===== src/rtl/bscl_pkg.sv =====
package bscl_pkg;

    // item operations
    localparam logic [2:0] OP_TICK    = 3'd0;
    localparam logic [2:0] OP_START   = 3'd1;
    localparam logic [2:0] OP_STOP    = 3'd2;
    localparam logic [2:0] OP_RELEASE = 3'd3;
    localparam logic [2:0] OP_CLEAR   = 3'd4;
    localparam logic [2:0] OP_HALL    = 3'd5;
    localparam logic [2:0] OP_SETCMD  = 3'd6;

    // motor states
    localparam logic [2:0] ST_IDLE  = 3'd0;
    localparam logic [2:0] ST_RUN   = 3'd1;
    localparam logic [2:0] ST_BRAKE = 3'd2;
    localparam logic [2:0] ST_REV   = 3'd3;
    localparam logic [2:0] ST_FAULT = 3'd4;

    // fault codes
    localparam logic [1:0] FLT_NONE = 2'd0;
    localparam logic [1:0] FLT_OC   = 2'd1;
    localparam logic [1:0] FLT_HALL = 2'd2;

    // drive actions
    localparam logic [2:0] ACT_NONE   = 3'd0;
    localparam logic [2:0] ACT_DRIVE  = 3'd1;
    localparam logic [2:0] ACT_COAST  = 3'd2;
    localparam logic [2:0] ACT_FBRAKE = 3'd3;
    localparam logic [2:0] ACT_COMM   = 3'd4;

    // config register indexes
    localparam logic [2:0] CFG_MODE   = 3'd0;
    localparam logic [2:0] CFG_TLIM   = 3'd1;
    localparam logic [2:0] CFG_HLIM   = 3'd2;
    localparam logic [2:0] CFG_WARN   = 3'd3;
    localparam logic [2:0] CFG_STALL  = 3'd4;
    localparam logic [2:0] CFG_BREL   = 3'd5;
    localparam logic [2:0] CFG_BENT   = 3'd6;
    localparam logic [2:0] CFG_BCOAST = 3'd7;

    localparam logic [1:0] MODE_VEL = 2'd1;
    localparam logic [1:0] MODE_POS = 2'd2;

    // signed duty width (PWM maximum up to 4095)
    localparam int DW = 13;
    // divider dividend width
    localparam int DIV_NW = 32;

    localparam int PWM_MAX_DEF       = 4095;
    localparam int BRAKE_DUTY_DEF    = 512;
    localparam int RPM_NUMERATOR_DEF = 4000000;

    typedef struct packed {
        logic ld_in;
        logic op_exec;
        logic tick_a;
        logic tick_b;
        logic trim_go;
        logic tick_c;
        logic ld_out;
    } bscl_cmd_t;

    typedef struct packed {
        logic is_tick;
        logic div_busy;
        logic b_trim;
        logic b_done;
    } bscl_sts_t;

endpackage


===== src/rtl/bldc_supervisor_current_limiter.sv =====
// Brushless motor supervisor with current limiting. Every accepted word
// (tick or command) gives exactly one result word. A command is executed
// in the dispatch state and its result then loaded. A tick starts a speed
// divide, then runs fault and state checks; it goes straight to its result
// when it ends in a fault, idle, brake or reversal, passes through the drive
// phase when it drives, and runs a second divide before the drive phase when
// the current limiter trims the duty. Both divides use the shared 32-step
// bit-serial divider that first computes speed from the hall period and
// then scales the duty by the current ratio. The next word is taken in the
// cycle after the result is loaded, and a result may first wait for an
// earlier one to be taken. One word is processed at a time; a new word is
// taken while the previous result waits in the output register.
// Configuration writes are taken every cycle and must come only while idle.
module bldc_supervisor_current_limiter import bscl_pkg::*; #(
    parameter int PWM_MAX       = PWM_MAX_DEF,
    parameter int BRAKE_DUTY    = BRAKE_DUTY_DEF,
    parameter int RPM_NUMERATOR = RPM_NUMERATOR_DEF
) (
    input  logic               aclk,
    input  logic               aresetn,
    input  logic               cfg_valid,
    output logic               cfg_ready,
    input  logic [2:0]         cfg_index,
    input  logic [15:0]        cfg_data,
    input  logic               s_valid,
    output logic               s_ready,
    input  logic [2:0]         s_op,
    input  logic signed [15:0] s_command_value,
    input  logic signed [15:0] s_controller_duty,
    input  logic [2:0]         s_hall_code,
    input  logic [15:0]        s_hall_period_ticks,
    input  logic signed [1:0]  s_hall_dir,
    input  logic [15:0]        s_shunt_current_ma,
    output logic               m_valid,
    input  logic               m_ready,
    output logic [2:0]         m_motor_state_out,
    output logic [1:0]         m_fault_out,
    output logic [2:0]         m_drive_action,
    output logic signed [1:0]  m_drive_direction,
    output logic [11:0]        m_drive_duty,
    output logic               m_pwm_enable,
    output logic signed [15:0] m_velocity_rpm_out,
    output logic [15:0]        m_filtered_current_out
);

    bscl_cmd_t cmd;
    bscl_sts_t sts;

    assign cfg_ready = 1'b1;

    bscl_ctrl u_ctrl (
        .aclk   (aclk),
        .aresetn(aresetn),
        .s_valid(s_valid),
        .s_ready(s_ready),
        .m_valid(m_valid),
        .m_ready(m_ready),
        .sts    (sts),
        .cmd    (cmd)
    );

    bscl_dp #(
        .PWM_MAX      (PWM_MAX),
        .BRAKE_DUTY   (BRAKE_DUTY),
        .RPM_NUMERATOR(RPM_NUMERATOR)
    ) u_dp (
        .aclk                  (aclk),
        .aresetn               (aresetn),
        .cmd                   (cmd),
        .sts                   (sts),
        .cfg_valid             (cfg_valid),
        .cfg_index             (cfg_index),
        .cfg_data              (cfg_data),
        .s_op                  (s_op),
        .s_command_value       (s_command_value),
        .s_controller_duty     (s_controller_duty),
        .s_hall_code           (s_hall_code),
        .s_hall_period_ticks   (s_hall_period_ticks),
        .s_hall_dir            (s_hall_dir),
        .s_shunt_current_ma    (s_shunt_current_ma),
        .m_motor_state_out     (m_motor_state_out),
        .m_fault_out           (m_fault_out),
        .m_drive_action        (m_drive_action),
        .m_drive_direction     (m_drive_direction),
        .m_drive_duty          (m_drive_duty),
        .m_pwm_enable          (m_pwm_enable),
        .m_velocity_rpm_out    (m_velocity_rpm_out),
        .m_filtered_current_out(m_filtered_current_out)
    );

endmodule


===== src/rtl/bscl_div.sv =====
module bscl_div import bscl_pkg::*; (
    input  logic              aclk,
    input  logic              aresetn,
    input  logic              start,
    input  logic [DIV_NW-1:0] num,
    input  logic [15:0]       den,
    output logic              busy,
    output logic [DIV_NW-1:0] quo
);

    localparam int CW = $clog2(DIV_NW);

    logic [15:0]       rem_reg, rem_next;
    logic [DIV_NW-1:0] quo_reg, quo_next;
    logic [15:0]       den_reg, den_next;
    logic [CW-1:0]     cnt_reg, cnt_next;
    logic              busy_reg, busy_next;
    logic [16:0]       rem_sh;
    logic [16:0]       diff;
    logic              ge;

    // one quotient bit per cycle, restoring
    always_comb begin
        rem_sh    = {rem_reg, quo_reg[DIV_NW-1]};
        diff      = rem_sh - {1'b0, den_reg};
        ge        = rem_sh >= {1'b0, den_reg};
        rem_next  = rem_reg;
        quo_next  = quo_reg;
        den_next  = den_reg;
        cnt_next  = cnt_reg;
        busy_next = busy_reg;
        if (start) begin
            rem_next  = '0;
            quo_next  = num;
            den_next  = den;
            cnt_next  = CW'(DIV_NW - 1);
            busy_next = 1'b1;
        end else if (busy_reg) begin
            rem_next = ge ? diff[15:0] : rem_sh[15:0];
            quo_next = {quo_reg[DIV_NW-2:0], ge};
            cnt_next = cnt_reg - 1'b1;
            if (cnt_reg == '0) begin
                busy_next = 1'b0;
            end
        end
    end

    always_ff @(posedge aclk) begin
        if (!aresetn) begin
            busy_reg <= 1'b0;
            cnt_reg  <= '0;
        end else begin
            busy_reg <= busy_next;
            cnt_reg  <= cnt_next;
        end
        rem_reg <= rem_next;
        quo_reg <= quo_next;
        den_reg <= den_next;
    end

    assign busy = busy_reg;
    assign quo  = quo_reg;

endmodule


===== src/rtl/bscl_ctrl.sv =====
module bscl_ctrl import bscl_pkg::*; (
    input  logic      aclk,
    input  logic      aresetn,
    input  logic      s_valid,
    output logic      s_ready,
    output logic      m_valid,
    input  logic      m_ready,
    input  bscl_sts_t sts,
    output bscl_cmd_t cmd
);

    localparam logic [2:0] C_IDLE = 3'd0;
    localparam logic [2:0] C_DISP = 3'd1;
    localparam logic [2:0] C_DIV1 = 3'd2;
    localparam logic [2:0] C_B    = 3'd3;
    localparam logic [2:0] C_MUL  = 3'd4;
    localparam logic [2:0] C_DIV2 = 3'd5;
    localparam logic [2:0] C_C    = 3'd6;
    localparam logic [2:0] C_DONE = 3'd7;

    logic [2:0] state_reg, state_next;
    logic       mv_reg, mv_next;
    logic       out_free;

    assign out_free = !mv_reg || m_ready;
    assign s_ready  = (state_reg == C_IDLE);
    assign m_valid  = mv_reg;

    // sequencer
    always_comb begin
        state_next = state_reg;
        cmd        = '0;
        unique case (state_reg)
            C_IDLE: begin
                if (s_valid) begin
                    cmd.ld_in  = 1'b1;
                    state_next = C_DISP;
                end
            end
            C_DISP: begin
                if (sts.is_tick) begin
                    cmd.tick_a = 1'b1;
                    state_next = C_DIV1;
                end else begin
                    cmd.op_exec = 1'b1;
                    state_next  = C_DONE;
                end
            end
            C_DIV1: begin
                if (!sts.div_busy) begin
                    state_next = C_B;
                end
            end
            C_B: begin
                cmd.tick_b = 1'b1;
                if (sts.b_trim) begin
                    state_next = C_MUL;
                end else if (sts.b_done) begin
                    state_next = C_DONE;
                end else begin
                    state_next = C_C;
                end
            end
            C_MUL: begin
                cmd.trim_go = 1'b1;
                state_next  = C_DIV2;
            end
            C_DIV2: begin
                if (!sts.div_busy) begin
                    state_next = C_C;
                end
            end
            C_C: begin
                cmd.tick_c = 1'b1;
                state_next = C_DONE;
            end
            C_DONE: begin
                if (out_free) begin
                    cmd.ld_out = 1'b1;
                    state_next = C_IDLE;
                end
            end
            default: state_next = C_IDLE;
        endcase
    end

    // result word valid
    always_comb begin
        mv_next = mv_reg;
        if (cmd.ld_out) begin
            mv_next = 1'b1;
        end else if (m_ready) begin
            mv_next = 1'b0;
        end
    end

    always_ff @(posedge aclk) begin
        if (!aresetn) begin
            state_reg <= C_IDLE;
            mv_reg    <= 1'b0;
        end else begin
            state_reg <= state_next;
            mv_reg    <= mv_next;
        end
    end

endmodule


===== src/rtl/bscl_dp.sv =====
module bscl_dp import bscl_pkg::*; #(
    parameter int PWM_MAX       = PWM_MAX_DEF,
    parameter int BRAKE_DUTY    = BRAKE_DUTY_DEF,
    parameter int RPM_NUMERATOR = RPM_NUMERATOR_DEF
) (
    input  logic               aclk,
    input  logic               aresetn,
    input  bscl_cmd_t          cmd,
    output bscl_sts_t          sts,
    input  logic               cfg_valid,
    input  logic [2:0]         cfg_index,
    input  logic [15:0]        cfg_data,
    input  logic [2:0]         s_op,
    input  logic signed [15:0] s_command_value,
    input  logic signed [15:0] s_controller_duty,
    input  logic [2:0]         s_hall_code,
    input  logic [15:0]        s_hall_period_ticks,
    input  logic signed [1:0]  s_hall_dir,
    input  logic [15:0]        s_shunt_current_ma,
    output logic [2:0]         m_motor_state_out,
    output logic [1:0]         m_fault_out,
    output logic [2:0]         m_drive_action,
    output logic signed [1:0]  m_drive_direction,
    output logic [11:0]        m_drive_duty,
    output logic               m_pwm_enable,
    output logic signed [15:0] m_velocity_rpm_out,
    output logic [15:0]        m_filtered_current_out
);

    localparam int UP_I  = (PWM_MAX / 128 == 0) ? 1 : PWM_MAX / 128;
    localparam int DN_I  = (PWM_MAX / 64 == 0) ? 1 : PWM_MAX / 64;
    localparam int DNF_I = (PWM_MAX / 32 == 0) ? 1 : PWM_MAX / 32;
    localparam logic signed [DW-1:0] UP_S   = DW'(UP_I);
    localparam logic signed [DW-1:0] DN_S   = DW'(DN_I);
    localparam logic signed [DW-1:0] DNF_S  = DW'(DNF_I);
    localparam logic signed [DW-1:0] PMAX_S = DW'(PWM_MAX);
    localparam logic signed [DW-1:0] CAP_S  = DW'(PWM_MAX / 4);
    localparam logic signed [DW-1:0] BRK_S  = DW'(BRAKE_DUTY);
    localparam logic signed [15:0]   PMAX16 = 16'(PWM_MAX);
    localparam logic [1:0] DIR_POS = 2'b01;
    localparam logic [1:0] DIR_NEG = 2'b11;

    // config registers
    logic [1:0]  mode_reg;
    logic [15:0] tl_reg, hl_reg, warn_reg, to_reg, brel_reg, bent_reg, bcoast_reg;

    // latched item
    logic [2:0]         op_reg;
    logic signed [15:0] cv_reg, cd_reg;
    logic [2:0]         hall_reg;
    logic [15:0]        per_reg, cur_reg;
    logic [1:0]         hdir_reg;

    // motor state
    logic [2:0]          st_reg, st_next;
    logic [1:0]          fc_reg, fc_next;
    logic [15:0]         sc_reg, sc_next;
    logic [2:0]          last_reg, last_next;
    logic [15:0]         cf_reg, cf_next;
    logic signed [DW-1:0] ad_reg, ad_next;
    logic                tsn_reg, tsn_next;
    logic signed [15:0]  tod_reg, tod_next;
    logic                pwm_reg, pwm_next;

    // item result
    logic [2:0]         act_reg, act_next;
    logic [1:0]         dir_reg, dir_next;
    logic [11:0]        rd_reg, rd_next;
    logic signed [15:0] vel_reg, vel_next;

    // tick work registers
    logic                 spd_ok_reg, spd_ok_next;
    logic signed [DW-1:0] lim_reg, lim_next;
    logic signed [DW-1:0] up_reg, up_next, dn_reg, dn_next;
    logic                 trim_reg, trim_next, tneg_reg, tneg_next, tz_reg, tz_next;
    logic [27:0]          prod_reg, prod_next;
    logic [15:0]          tden_reg, tden_next;

    // divider port
    logic              div_start, div_busy;
    logic [DIV_NW-1:0] div_num, div_quo;
    logic [15:0]       div_den;

    // shared combinational terms
    logic        adir_neg, adir_zero, stalled, ae_neg, ae_zero, flt;
    logic [14:0] spd;
    logic [15:0] absv;
    logic        bdir_neg, bdir_zero;
    logic [2:0]  brk_act;
    logic [1:0]  brk_dir;
    logic [11:0] brk_duty;
    logic signed [DW-1:0] brk_ad;
    logic [17:0] filt_sum;
    logic signed [15:0] raw;
    logic signed [DW-1:0] duty_c;
    logic [13:0] band0;
    logic [15:0] band, soft_ma;
    logic [11:0] ad_mag;
    logic        rev_go;

    // phase C terms
    logic signed [DW-1:0] tq, tt, lim, dsel, step, capd;
    logic signed [DW+1:0] nx;
    logic [DW-2:0]        cmag, gmag;

    assign sts.is_tick  = (op_reg == OP_TICK);
    assign sts.div_busy = div_busy;

    bscl_div u_div (
        .aclk   (aclk),
        .aresetn(aresetn),
        .start  (div_start),
        .num    (div_num),
        .den    (div_den),
        .busy   (div_busy),
        .quo    (div_quo)
    );

    assign div_start = cmd.tick_a || cmd.trim_go;
    assign div_num   = cmd.trim_go ? DIV_NW'(prod_reg) : DIV_NW'(RPM_NUMERATOR);
    assign div_den   = cmd.trim_go ? tden_reg : per_reg;

    // direction, speed, stall, fault and filter view of the current item
    always_comb begin
        adir_neg  = hdir_reg[1];
        adir_zero = (hdir_reg == 2'b00);
        stalled   = sc_reg > to_reg;
        ae_neg    = adir_neg && !stalled;
        ae_zero   = adir_zero || stalled;
        spd       = !spd_ok_reg ? 15'd0 : ((|div_quo[DIV_NW-1:15]) ? 15'h7FFF : div_quo[14:0]);
        absv      = stalled ? 16'd0 : {1'b0, spd};
        flt       = (cur_reg > hl_reg) || (hall_reg == 3'd0) || (hall_reg == 3'd7);
        filt_sum  = {2'b00, cf_reg} + {1'b0, cf_reg, 1'b0} + {2'b00, cur_reg};
        ad_mag    = ad_reg[DW-1] ? 12'(-ad_reg) : 12'(ad_reg);
        // braking output
        bdir_neg  = sts.is_tick ? ae_neg : adir_neg;
        bdir_zero = sts.is_tick ? ae_zero : adir_zero;
        if (bdir_zero || cf_reg >= bcoast_reg) begin
            brk_act  = ACT_COAST;
            brk_dir  = 2'b00;
            brk_duty = 12'd0;
            brk_ad   = '0;
        end else begin
            brk_act  = ACT_DRIVE;
            brk_dir  = bdir_neg ? DIR_POS : DIR_NEG;
            brk_duty = 12'(BRAKE_DUTY);
            brk_ad   = bdir_neg ? BRK_S : -BRK_S;
        end
        // commanded duty and limit band
        raw = (mode_reg == MODE_VEL || mode_reg == MODE_POS) ? cd_reg : tod_reg;
        if (raw > PMAX16) begin
            duty_c = PMAX_S;
        end else if (raw < -PMAX16) begin
            duty_c = -PMAX_S;
        end else begin
            duty_c = raw[DW-1:0];
        end
        band0 = tl_reg[15:2];
        if (band0 < 14'd100) begin
            band = 16'd100;
        end else if (band0 > 14'd1000) begin
            band = 16'd1000;
        end else begin
            band = {2'b00, band0};
        end
        soft_ma = (tl_reg > band) ? tl_reg - band : 16'd0;
        rev_go  = (mode_reg == MODE_VEL || mode_reg == MODE_POS) && !ae_zero &&
                  (ae_neg != tsn_reg) && (absv > bent_reg);
    end

    // phase C: trimmed target, slew, stall cap
    always_comb begin
        tq = div_quo[DW-1:0];
        tt = tneg_reg ? -tq : tq;
        if (tz_reg) begin
            tt = '0;
        end
        if (tt == ad_reg) begin
            if (tt > 0) begin
                tt = tt - 1'b1;
            end else if (tt < 0) begin
                tt = tt + 1'b1;
            end
        end
        lim  = trim_reg ? tt : lim_reg;
        cmag = ad_reg[DW-1] ? (DW-1)'(-ad_reg) : (DW-1)'(ad_reg);
        gmag = lim[DW-1] ? (DW-1)'(-lim) : (DW-1)'(lim);
        if ((ad_reg > 0 && lim < 0) || (ad_reg < 0 && lim > 0)) begin
            step = dn_reg;
        end else if (gmag > cmag) begin
            step = up_reg;
        end else begin
            step = dn_reg;
        end
        if (ad_reg == lim) begin
            nx   = (DW+2)'(ad_reg);
            dsel = ad_reg;
        end else if (ad_reg < lim) begin
            nx   = (DW+2)'(ad_reg) + (DW+2)'(step);
            dsel = (nx > (DW+2)'(lim)) ? lim : nx[DW-1:0];
        end else begin
            nx   = (DW+2)'(ad_reg) - (DW+2)'(step);
            dsel = (nx < (DW+2)'(lim)) ? lim : nx[DW-1:0];
        end
        capd = dsel;
        if (sc_reg >= to_reg) begin
            if (dsel > CAP_S) begin
                capd = CAP_S;
            end else if (dsel < -CAP_S) begin
                capd = -CAP_S;
            end
        end
    end

    // next-state logic for all item phases
    always_comb begin
        st_next = st_reg;   fc_next = fc_reg;   sc_next = sc_reg;
        last_next = last_reg; cf_next = cf_reg; ad_next = ad_reg;
        tsn_next = tsn_reg; tod_next = tod_reg; pwm_next = pwm_reg;
        act_next = act_reg; dir_next = dir_reg; rd_next = rd_reg; vel_next = vel_reg;
        spd_ok_next = spd_ok_reg; lim_next = lim_reg; up_next = up_reg; dn_next = dn_reg;
        trim_next = trim_reg; tneg_next = tneg_reg; tz_next = tz_reg;
        prod_next = prod_reg; tden_next = tden_reg;
        sts.b_trim = 1'b0;
        sts.b_done = 1'b0;

        if (cmd.ld_in) begin
            act_next = ACT_NONE;
            dir_next = 2'b00;
            rd_next  = 12'd0;
            vel_next = '0;
        end

        // commands, executed in the dispatch state
        if (cmd.op_exec) begin
            unique case (op_reg)
                OP_START: begin
                    if (st_reg != ST_FAULT) begin
                        fc_next   = FLT_NONE;
                        sc_next   = 16'd0;
                        last_next = hall_reg;
                        st_next   = ST_RUN;
                        act_next  = ACT_COMM;
                        dir_next  = tsn_reg ? DIR_NEG : DIR_POS;
                        pwm_next  = 1'b1;
                    end
                end
                OP_STOP: begin
                    if (st_reg != ST_IDLE && st_reg != ST_FAULT) begin
                        st_next = ST_BRAKE;
                    end
                end
                OP_RELEASE, OP_CLEAR: begin
                    if (op_reg == OP_CLEAR) begin
                        fc_next = FLT_NONE;
                    end
                    ad_next  = '0;
                    act_next = ACT_COAST;
                    pwm_next = 1'b0;
                    st_next  = ST_IDLE;
                end
                OP_HALL: begin
                    if (st_reg == ST_RUN) begin
                        act_next = ACT_COMM;
                        dir_next = tsn_reg ? DIR_NEG : DIR_POS;
                    end else if (st_reg == ST_BRAKE || st_reg == ST_REV) begin
                        act_next = brk_act;
                        dir_next = brk_dir;
                        rd_next  = brk_duty;
                        ad_next  = brk_ad;
                    end
                end
                OP_SETCMD: begin
                    tod_next = cv_reg;
                    tsn_next = cv_reg[15];
                end
                default: begin
                end
            endcase
        end

        // tick phase A: filter, stall count, start speed divide
        if (cmd.tick_a) begin
            cf_next = (cf_reg == 16'd0) ? cur_reg : filt_sum[17:2];
            if (hall_reg == last_reg) begin
                if (sc_reg != 16'hFFFF) begin
                    sc_next = sc_reg + 1'b1;
                end
            end else begin
                last_next = hall_reg;
                sc_next   = 16'd0;
            end
            spd_ok_next = (per_reg != 16'd0) && (per_reg != 16'hFFFF);
        end

        // tick phase B: faults and state machine
        if (cmd.tick_b) begin
            vel_next  = stalled ? 16'sd0 : (adir_neg ? -$signed({1'b0, spd}) : {1'b0, spd});
            trim_next = 1'b0;
            if (flt) begin
                st_next    = ST_FAULT;
                fc_next    = (cur_reg > hl_reg) ? FLT_OC : FLT_HALL;
                act_next   = ACT_FBRAKE;
                sts.b_done = 1'b1;
            end else begin
                if (st_reg == ST_RUN && stalled && cf_reg > warn_reg) begin
                    sc_next = to_reg;
                end
                if (st_reg == ST_BRAKE) begin
                    sts.b_done = 1'b1;
                    if (absv < brel_reg || ae_zero) begin
                        ad_next  = '0;
                        act_next = ACT_COAST;
                        pwm_next = 1'b0;
                        st_next  = ST_IDLE;
                    end else begin
                        act_next = brk_act; dir_next = brk_dir;
                        rd_next  = brk_duty; ad_next = brk_ad;
                    end
                end else if (st_reg == ST_IDLE || st_reg == ST_FAULT) begin
                    sts.b_done = 1'b1;
                end else if (st_reg == ST_REV && !(absv < brel_reg || ae_zero)) begin
                    sts.b_done = 1'b1;
                    act_next = brk_act; dir_next = brk_dir;
                    rd_next  = brk_duty; ad_next = brk_ad;
                end else begin
                    // running, possibly just released from reversing
                    if (st_reg == ST_REV) begin
                        sc_next = 16'd0;
                        st_next = ST_RUN;
                    end
                    if (rev_go) begin
                        sts.b_done = 1'b1;
                        st_next  = ST_REV;
                        act_next = brk_act; dir_next = brk_dir;
                        rd_next  = brk_duty; ad_next = brk_ad;
                    end else begin
                        lim_next  = duty_c;
                        up_next   = UP_S;
                        dn_next   = DN_S;
                        tneg_next = ad_reg[DW-1];
                        prod_next = ad_mag * tl_reg;
                        if (cur_reg >= tl_reg && ad_reg != 0) begin
                            trim_next  = 1'b1;
                            sts.b_trim = 1'b1;
                            tden_next  = cur_reg;
                            tz_next    = (cur_reg == 16'd0);
                            dn_next    = DNF_S;
                        end else if (cf_reg >= tl_reg && ad_reg != 0) begin
                            trim_next  = 1'b1;
                            sts.b_trim = 1'b1;
                            tden_next  = cf_reg;
                            tz_next    = (cf_reg == 16'd0);
                        end else if (cf_reg > soft_ma) begin
                            up_next = DW'(1);
                        end
                    end
                end
            end
        end

        // tick phase C: drive with slewed duty
        if (cmd.tick_c) begin
            tsn_next = capd[DW-1];
            ad_next  = capd;
            act_next = ACT_DRIVE;
            dir_next = capd[DW-1] ? DIR_NEG : DIR_POS;
            rd_next  = capd[DW-1] ? 12'(-capd) : 12'(capd);
        end
    end

    // config writes, item latch, state and output word
    always_ff @(posedge aclk) begin
        if (!aresetn) begin
            mode_reg   <= 2'd0;
            tl_reg     <= 16'd10000;
            hl_reg     <= 16'd10000;
            warn_reg   <= 16'd5000;
            to_reg     <= 16'd200;
            brel_reg   <= 16'd100;
            bent_reg   <= 16'd200;
            bcoast_reg <= 16'd3000;
            st_reg     <= ST_IDLE;
            fc_reg     <= FLT_NONE;
            sc_reg     <= 16'd0;
            last_reg   <= 3'd0;
            cf_reg     <= 16'd0;
            ad_reg     <= '0;
            tsn_reg    <= 1'b0;
            tod_reg    <= '0;
            pwm_reg    <= 1'b0;
            op_reg     <= OP_TICK;
        end else begin
            if (cfg_valid) begin
                unique case (cfg_index)
                    CFG_MODE:   mode_reg   <= cfg_data[1:0];
                    CFG_TLIM:   tl_reg     <= (cfg_data > hl_reg) ? hl_reg : cfg_data;
                    CFG_HLIM:   hl_reg     <= cfg_data;
                    CFG_WARN:   warn_reg   <= cfg_data;
                    CFG_STALL:  to_reg     <= cfg_data;
                    CFG_BREL:   brel_reg   <= cfg_data;
                    CFG_BENT:   bent_reg   <= cfg_data;
                    CFG_BCOAST: bcoast_reg <= cfg_data;
                    default: begin
                    end
                endcase
            end
            st_reg   <= st_next;
            fc_reg   <= fc_next;
            sc_reg   <= sc_next;
            last_reg <= last_next;
            cf_reg   <= cf_next;
            ad_reg   <= ad_next;
            tsn_reg  <= tsn_next;
            tod_reg  <= tod_next;
            pwm_reg  <= pwm_next;
            if (cmd.ld_in) begin
                op_reg <= s_op;
            end
        end
        if (cmd.ld_in) begin
            cv_reg   <= s_command_value;
            cd_reg   <= s_controller_duty;
            hall_reg <= s_hall_code;
            per_reg  <= s_hall_period_ticks;
            hdir_reg <= s_hall_dir;
            cur_reg  <= s_shunt_current_ma;
        end
        act_reg    <= act_next;
        dir_reg    <= dir_next;
        rd_reg     <= rd_next;
        vel_reg    <= vel_next;
        spd_ok_reg <= spd_ok_next;
        lim_reg    <= lim_next;
        up_reg     <= up_next;
        dn_reg     <= dn_next;
        trim_reg   <= trim_next;
        tneg_reg   <= tneg_next;
        tz_reg     <= tz_next;
        prod_reg   <= prod_next;
        tden_reg   <= tden_next;
        if (cmd.ld_out) begin
            m_motor_state_out      <= st_reg;
            m_fault_out            <= fc_reg;
            m_drive_action         <= act_reg;
            m_drive_direction      <= dir_reg;
            m_drive_duty           <= rd_reg;
            m_pwm_enable           <= pwm_reg;
            m_velocity_rpm_out     <= vel_reg;
            m_filtered_current_out <= cf_reg;
        end
    end

endmodule

===== config.mk =====
export PLATFORM = sky130hd
export DESIGN_NAME = bldc_supervisor_current_limiter
export DESIGN_NICKNAME = d
export VERILOG_FILES = /design/src/rtl/bscl_pkg.sv /design/src/rtl/bldc_supervisor_current_limiter.sv /design/src/rtl/bscl_div.sv /design/src/rtl/bscl_ctrl.sv /design/src/rtl/bscl_dp.sv
export SDC_FILE = /design/constraint.sdc
export NUM_CORES = 2
export LEC_CHECK = 0
export BUFFER_PORTS_ARGS = -buffer_cell sky130_fd_sc_hd__buf_4
export CELL_PAD_IN_SITES_DETAIL_PLACEMENT = 0
export CELL_PAD_IN_SITES_GLOBAL_PLACEMENT = 1
export CORE_MARGIN = 2
export CORE_UTILIZATION = 53
export DETAILED_ROUTE_END_ITERATION = 12
export PLACE_DENSITY = 0.85
export SLEW_MARGIN = 15
export SYNTH_ARGS = -nofsm -noshare
export SYNTH_HDL_FRONTEND = slang
export SYNTH_HIERARCHICAL = 1
export SYNTH_SLANG_ARGS = --single-unit

===== constraint.sdc =====
create_clock -name aclk -period 22.5 [get_ports aclk]
set_clock_uncertainty 0.05 [all_clocks]
set_input_delay 1.125 -clock aclk [delete_from_list [all_inputs] [get_ports aclk]]
set_output_delay 1.125 -clock aclk [all_outputs]
set_load 0.02 [all_outputs]

# Word-level counts from Yosys, hierarchy flattened
# Index checks and enable logic that the tools add are counted.
[op_classes] n_addsub=15 n_mul=1 magnitude_cmp=29 eq_ne=38 mux=190 bitwise=5 n_reduce_logical=63
[op_table] operator="16-bit two-way mux" count=26
[op_table] operator="13-bit two-way mux" count=29
[op_table] operator="12-bit two-way mux" count=16
[op_table] operator="16-bit greater-than comparator" count=7
[op_table] operator="3-bit two-way mux" count=32
[op_table] operator="16-bit >= comparator" count=4
[op_table] operator="32-bit two-way mux" count=2
[op_table] operator="2-bit two-way mux" count=28
[op_table] operator="15-bit two-way mux" count=3
[op_table] operator="1-bit two-way mux" count=40
[op_table] operator="3-bit equality test, second input constant" count=13
[op_table] operator="13-bit by 1-bit greater-than comparator with 1-bit output, second input constant" count=3
[op_table] operator="13-bit by 1-bit less-than comparator with 1-bit output, second input constant" count=3
[op_table] operator="12-bit negator" count=3
[op_table] operator="16-bit zero test" count=2
[op_table] operator="16-bit != test, second input constant" count=2
[op_table] operator="32-bit nonzero test" count=1
[op_table] operator="16-bit subtractor" count=2
[op_table] operator="12-bit by 16-bit multiplier with 28-bit output" count=1
[op_table] operator="28-bit two-way mux" count=1
[op_table] operator="13-bit equality test" count=2
[op_table] operator="13-bit one-hot mux with 2 select lines" count=1
[op_table] operator="3-bit by 2-bit equality test with 1-bit output, second input constant" count=8
[op_table] operator="3-bit one-hot mux with 8 select lines" count=1
[op_table] operator="53 further kinds" count=111
[word_totals] regBits=506 wordCells=394

# Longest topological paths before layout
[depth] word_depth=25 depth_mapped=60 ltp_nobuf=57

# By module
# The synthesis kept the hierarchy.
[by_module_without_submodules] mod="bscl_dp" instances=1 cells_per_inst=3756 area_per_inst_um2=32763.9
[by_module_without_submodules] mod="bscl_div" instances=1 cells_per_inst=325 area_per_inst_um2=3759.9
[by_module_without_submodules] mod="bscl_ctrl" instances=1 cells_per_inst=44 area_per_inst_um2=347.8
[by_module_without_submodules] mod="bldc_supervisor_current_limiter" instances=1 cells_per_inst=2 area_per_inst_um2=11.3

# Worst setup path before layout
# Ideal clock, no wire load.
[synth_timing] path_type="register to register" startpoint="register u_dp.u_div.quo_reg[0], in the netlist u_dp/u_div/quo[0]" endpoint="register u_dp.rd_reg[6]" setup_time_ns=0.128 arrival_time_ns=12.301 required_time_ns=22.322 setup_slack_ns=10.021 stages_incl_launch_ff=55 n_path_buf=4 period_less_slack_ns=12.479 cell_sequence="edfxtp_1 > clkbuf_1 > inv_1 > ha_1 > or3b_2 > nor3_1 > mux2i_1 > o2111ai_1 > or4b_1 > or3_1 > buf_2 > nor3_1 > o211ai_1 > o21ai_1 > nand3_1 > nor4_1 > nand3_1 > nor2_1 > (+19 left out) > a32oi_1 > o211a_1 > o21ai_0 > a311oi_1 > or2_2 > or3_1 > a31o_2 > ha_1 > nor2b_1 > clkbuf_1 > o32ai_1 > inv_1 > ha_1 > inv_1 > or3_1 > o31ai_1 > xor2_1 > o21ai_1"
[synth_between] elab_chain_len=25
[synth_rtl] item="start: declaration" line="bscl_div.sv:14" text="logic [DIV_NW-1:0] quo_reg, quo_next;"
[synth_rtl] item="start signal: assignment" line="bscl_div.sv:57" text="quo_reg <= quo_next;"
[synth_rtl] item="13-bit negator" line="bscl_dp.sv:174" text="tt = tneg_reg ? -tq : tq;"
[synth_rtl] item="13-bit two-way mux" line="bscl_dp.sv:174"
[synth_rtl] item="13-bit two-way mux" line="bscl_dp.sv:175" text="if (tz_reg) begin"
[synth_rtl] item="13-bit by 1-bit adder with 13-bit output or 13-bit by 1-bit less-than comparator with 1-bit output (tied branches)" line="bscl_dp.sv:182, bscl_dp.sv:181"
[synth_rtl] item="13-bit two-way mux" line="bscl_dp.sv:181" text="end else if (tt < 0) begin"
[synth_rtl] item="13-bit two-way mux" line="bscl_dp.sv:179" text="if (tt > 0) begin"
[synth_rtl] item="13-bit two-way mux" line="bscl_dp.sv:178" text="if (tt == ad_reg) begin"
[synth_rtl] item="13-bit two-way mux" line="bscl_dp.sv:185" text="lim = trim_reg ? tt : lim_reg;"
[synth_rtl] item="(+10 left out)"
[synth_rtl] item="13-bit by 11-bit less-than comparator with 1-bit output" line="bscl_dp.sv:209" text="end else if (dsel < -CAP_S) begin"
[synth_rtl] item="13-bit two-way mux" line="bscl_dp.sv:209"
[synth_rtl] item="13-bit two-way mux" line="bscl_dp.sv:207" text="if (dsel > CAP_S) begin"
[synth_rtl] item="13-bit two-way mux" line="bscl_dp.sv:206" text="if (sc_reg >= to_reg) begin"
[synth_rtl] item="12-bit negator" line="bscl_dp.sv:368" text="rd_next = capd[DW-1] ? 12'(-capd) : 12'(capd);"
[synth_rtl] item="12-bit two-way mux" line="bscl_dp.sv:368"
[synth_rtl] item="12-bit two-way mux *" line="bscl_dp.sv:363" text="if (cmd.tick_c) begin"
[synth_rtl] item="via u_dp.rd_next[6]" line="bscl_dp.sv:68" text="logic [11:0] rd_reg, rd_next;"
[synth_rtl] item="end signal: assignment" line="bscl_dp.sv:431" text="rd_reg <= rd_next;"
[synth_rtl] item="end: declaration" line="bscl_dp.sv:68"
# The timed path passes the listed nets; every way through them passes the cells marked *.
# A chain may end at the register's enable or synchronous reset.

# Worst setup path after layout
[layout_timing] startpoint="register u_dp.tz_reg" endpoint="register u_dp.rd_reg[6]"
[layout_between] elab_chain_len=23
[layout_rtl] item="start: declaration" line="bscl_dp.sv:75" text="logic trim_reg, trim_next, tneg_reg, tneg_next, tz_reg, tz_next;"
[layout_rtl] item="start signal: assignment" line="bscl_dp.sv:439" text="tz_reg <= tz_next;"
[layout_rtl] item="13-bit two-way mux *" line="bscl_dp.sv:175"
[layout_rtl] item="13-bit by 1-bit adder with 13-bit output or 13-bit by 1-bit less-than comparator with 1-bit output (tied branches)" line="bscl_dp.sv:182, bscl_dp.sv:181"
[layout_rtl] item="13-bit two-way mux" line="bscl_dp.sv:181"
[layout_rtl] item="13-bit two-way mux" line="bscl_dp.sv:179"
[layout_rtl] item="13-bit two-way mux *" line="bscl_dp.sv:178"
[layout_rtl] item="13-bit two-way mux *" line="bscl_dp.sv:185"
[layout_rtl] item="12-bit negator" line="bscl_dp.sv:187" text="gmag = lim[DW-1] ? (DW-1)'(-lim) : (DW-1)'(lim);"
[layout_rtl] item="12-bit two-way mux" line="bscl_dp.sv:187"
[layout_rtl] item="(+8 left out)"
[layout_rtl] item="13-bit by 11-bit less-than comparator with 1-bit output" line="bscl_dp.sv:209"
[layout_rtl] item="13-bit two-way mux" line="bscl_dp.sv:209"
[layout_rtl] item="13-bit two-way mux" line="bscl_dp.sv:207"
[layout_rtl] item="13-bit two-way mux *" line="bscl_dp.sv:206"
[layout_rtl] item="12-bit negator" line="bscl_dp.sv:368"
[layout_rtl] item="12-bit two-way mux *" line="bscl_dp.sv:368"
[layout_rtl] item="12-bit two-way mux *" line="bscl_dp.sv:363"
[layout_rtl] item="via u_dp.rd_next[6]" line="bscl_dp.sv:68"
# Marks and branches as above.

==> flow_metrics.py <==
metrics = {
    "drt": {
        "routed_wl_mm": 112,
        "wl_per_cell_um": 21.6,
        "routed-via-count": 30891,
        "dr.pass1.iters": 8,
        "vias_per_cell": 5.95,
        "drt_iter0_drc": 2950,
        "route.detailed.drc": 0,
        "ant_nets": 1,
    },
    "power": {
        "irDropWorstVdd_uv": 89.9,
        "seqPwrFrac": 0.324,
        "pwr-share-clk": 0.220,
        "leakage_nw": 17.2,
        "power_density_nw_per_um2": 99.7,
        "p_int_mw": 2.37,
        "p_switching_mw": 1.71,
        "swShare": 0.418,
        "p_comb_frac": 0.456,
    },
    "grt": {
        "gr-total-overflow": 0,
        "grt_pass1_wl_mm": 173,
        "antenna_found_initial": 2,
        "grt_max_degree": 70,
        "grt_pass1_vias": 29574,
        "grtUsageTotal": 0.313,
    },
    "sta": {
        "min_period_ns": 15.43,
        "hold_viol": 0,
        "layout_setup_ws_ns": 7.07,
        "whs_ns": 0.370,
        "setup_viol": 0,
        "tightestPinTransition_ns": 1.19,
        "tns_ns": 0,
        "slew_violations": 0,
        "rsz0062_at_grt": "false",
        "finalCritPeriodShare": 0.686,
        "slew_headroom": 0.202,
        "fmax_ghz": 0.0648,
    },
    "cts": {
        "htree_levels": 2,
        "clk_path_buf_depth": 3,
        "post_cts_resized": 0,
        "numCtsBuffers": 54,
        "cts_tree": "done",
        "clock_latency_ns": 0.63,
        "cts_root_buffer": "clkbuf_16",
        "clk_pin_slew_worst_paths_ns": 0.06,
        "cts_hold_buf": 0,
        "post_cts_buffers": 0,
        "clock-sinks": 482,
    },
    "critical_path": {
        "critPathCaptureType": "register",
        "critPathMaxFanout": 30,
        "critPathMostFrequentCell": "ha_1",
        "arrival_ns": 15.85,
        "cp.required_ns": 22.92,
        "cp_slowest_cell": "edfxtp_1",
        "startpoint_type": "register",
        "worstSetupPathType": "register to register",
        "crit_path_max_incr_delay_ns": 0.93,
    },
    "place": {
        "dp_hpwl_mm": 83.0,
        "port_buffers": 152,
        "pre_cts_ws_ns": 7.41,
        "gp_congestion": 1.00,
        "dp_cells": 5091,
    },
    "finish": {
        "fin_nets": 4814,
        "largest_register_ffs": 32,
        "final_util": 0.595,
        "syn_to_final_growth_pct": 10.8,
        "fin_cells": 5196,
        "drive_gt1_frac": 0.110,
    },
    "synth": {
        "synth_top_cell_area_share": 0.204,
        "yosys-top-cells-area": "edfxtp_1 (20%), dfxtp_1 (13%), ha_1 (12%), fa_1 (8.7%), nand2_1 (5.5%)",
        "syn_area_per_cell_um2": 8.94,
        "ys_ff_latch": 482,
        "synth_edf_count": 251,
        "netlist_area_um2": 36900,
        "synth_xor_area_frac": 0.0313,
        "synth.top_cells.by_count": "nand2_1 (543), inv_1 (353), nor2_1 (348)",
        "syn-instance-count": 4127,
        "yosysTopAreaCell": "edfxtp_1",
        "yosys.area_share.simple": 0.179,
        "yosysSeqAreaShare": 0.330,
        "synth_compound_area_frac": 0.161,
        "synth_ff_type": "edfxtp_1",
        "synthAdderAreaFrac": 0.203,
        "yosysUniqueCellTypes": 117,
        "synth_top_family_by_area": "adder cells",
        "yosys_warnings": 6,
        "muxShareOfSynthArea": 0.0370,
        "async_flop_share": 0,
        "yosysMostFrequentCell": "nand2_1",
    },
    "die": {
        "rows": 96,
        "core_um2": 68700,
        "start_util": 0.537,
        "dieArea_um2": 71700,
        "die-width_um": 268,
        "ios": 154,
        "dieHeight_um": 268,
    },
    "hold_path": {
        "hp-class": "register to register",
    },
    "status": {
        "status": "finished with violations",
        "violations": "antenna violations",
    },
    "run": {
        "cap_violations": 0,
    },
}
routing by layer:
| metal | track usage | vias to the layer above | part of all wire |
|---|---|---|---|
| li1 | - | 14638 | - |
| met1 | 0.449 | 14865 | 0.45 |
| met2 | 0.496 | 1179 | 0.45 |
| met3 | 0.0355 | 209 | 0.070 |
| met4 | 0.0980 | 0 | 0.033 |
| met5 | 0 | - | 0 |
power by group through the flow:
stage	Sequential (mW)	Clock (mW)	Combinational [mW]
after floorplan	1.23	0	1.39
after global placement	1.33	0	1.80
after detailed placement	1.33	0	1.81
after CTS	1.31	0.912	1.83
after global routing	1.34	0.942	2.05
final	1.32	0.897	1.86
cells by family after synthesis:
kind of cell,Yosys count
buffers and inverters,550
and+or+nand+nor,1401
AOI/OAI and AO/OA,928
DFF,482
adders and majority gates,504
muxes,127
other,3
xor gates and xnor gates,132
placed cells by master, fill, tap and decap left out, types with 68 or more instances in the layout:
cell type	synthesis	routed
mux2_2	71	71
a21oi_1	303	303
buf_4	3	216
nand2b_1	72	72
dfxtp_1	231	231
inv_1	353	353
fa_1	160	160
ha_1	342	342
xnor2_1	100	95
a21o_1	68	68
o21ai_0	172	172
nand2_1	543	543
nor2_1	348	346
edfxtp_1	251	251
layout make-up:
cell class	count	area [um2]
Fill cell	6167	27800
Multi-Input combinational cell	3101	22700
Sequential cell	482	12200
Timing Repair Buffer	216	1620
Clock buffer	64	1430
Inverter	361	1360
Tap cell	931	1160
Clock inverter	35	385
Antenna cell	6	15.0
stage by stage:
stage                     cell area (um2)  power (mW)
after global placement              39000        3.13
after floorplan                     36900        2.62
final                               40900        4.07
after detailed placement            39000        3.15
after CTS                           40800        4.06
after global routing                40900        4.33
worst max-delay path, delay by kind of cell (launching register included):
family	cells	cell delay, ns
xor gates and xnor gates	2	0.35
AOI/OAI and AO/OA	16	3.42
DFF	1	0.93
and+or+nand+nor	24	8.13
buffers and inverters	4	0.67
adders and majority gates	5	1.74
path summary, 6_finish.rpt:
kind,from,to,slack [ns],depth (start not counted)
worst max-delay path,u_dp/tz_reg,u_dp/rd_reg[6],7.07,51
worst min-delay path,u_dp/vel_reg[5],u_dp/m_velocity_rpm_out[5],0.37,0
worst min register to register,u_dp/vel_reg[5],u_dp/m_velocity_rpm_out[5],0.37,0
worst max register to register,u_dp/tz_reg,u_dp/rd_reg[6],7.07,51
Note: power is estimated with default switching activity, not from simulation.
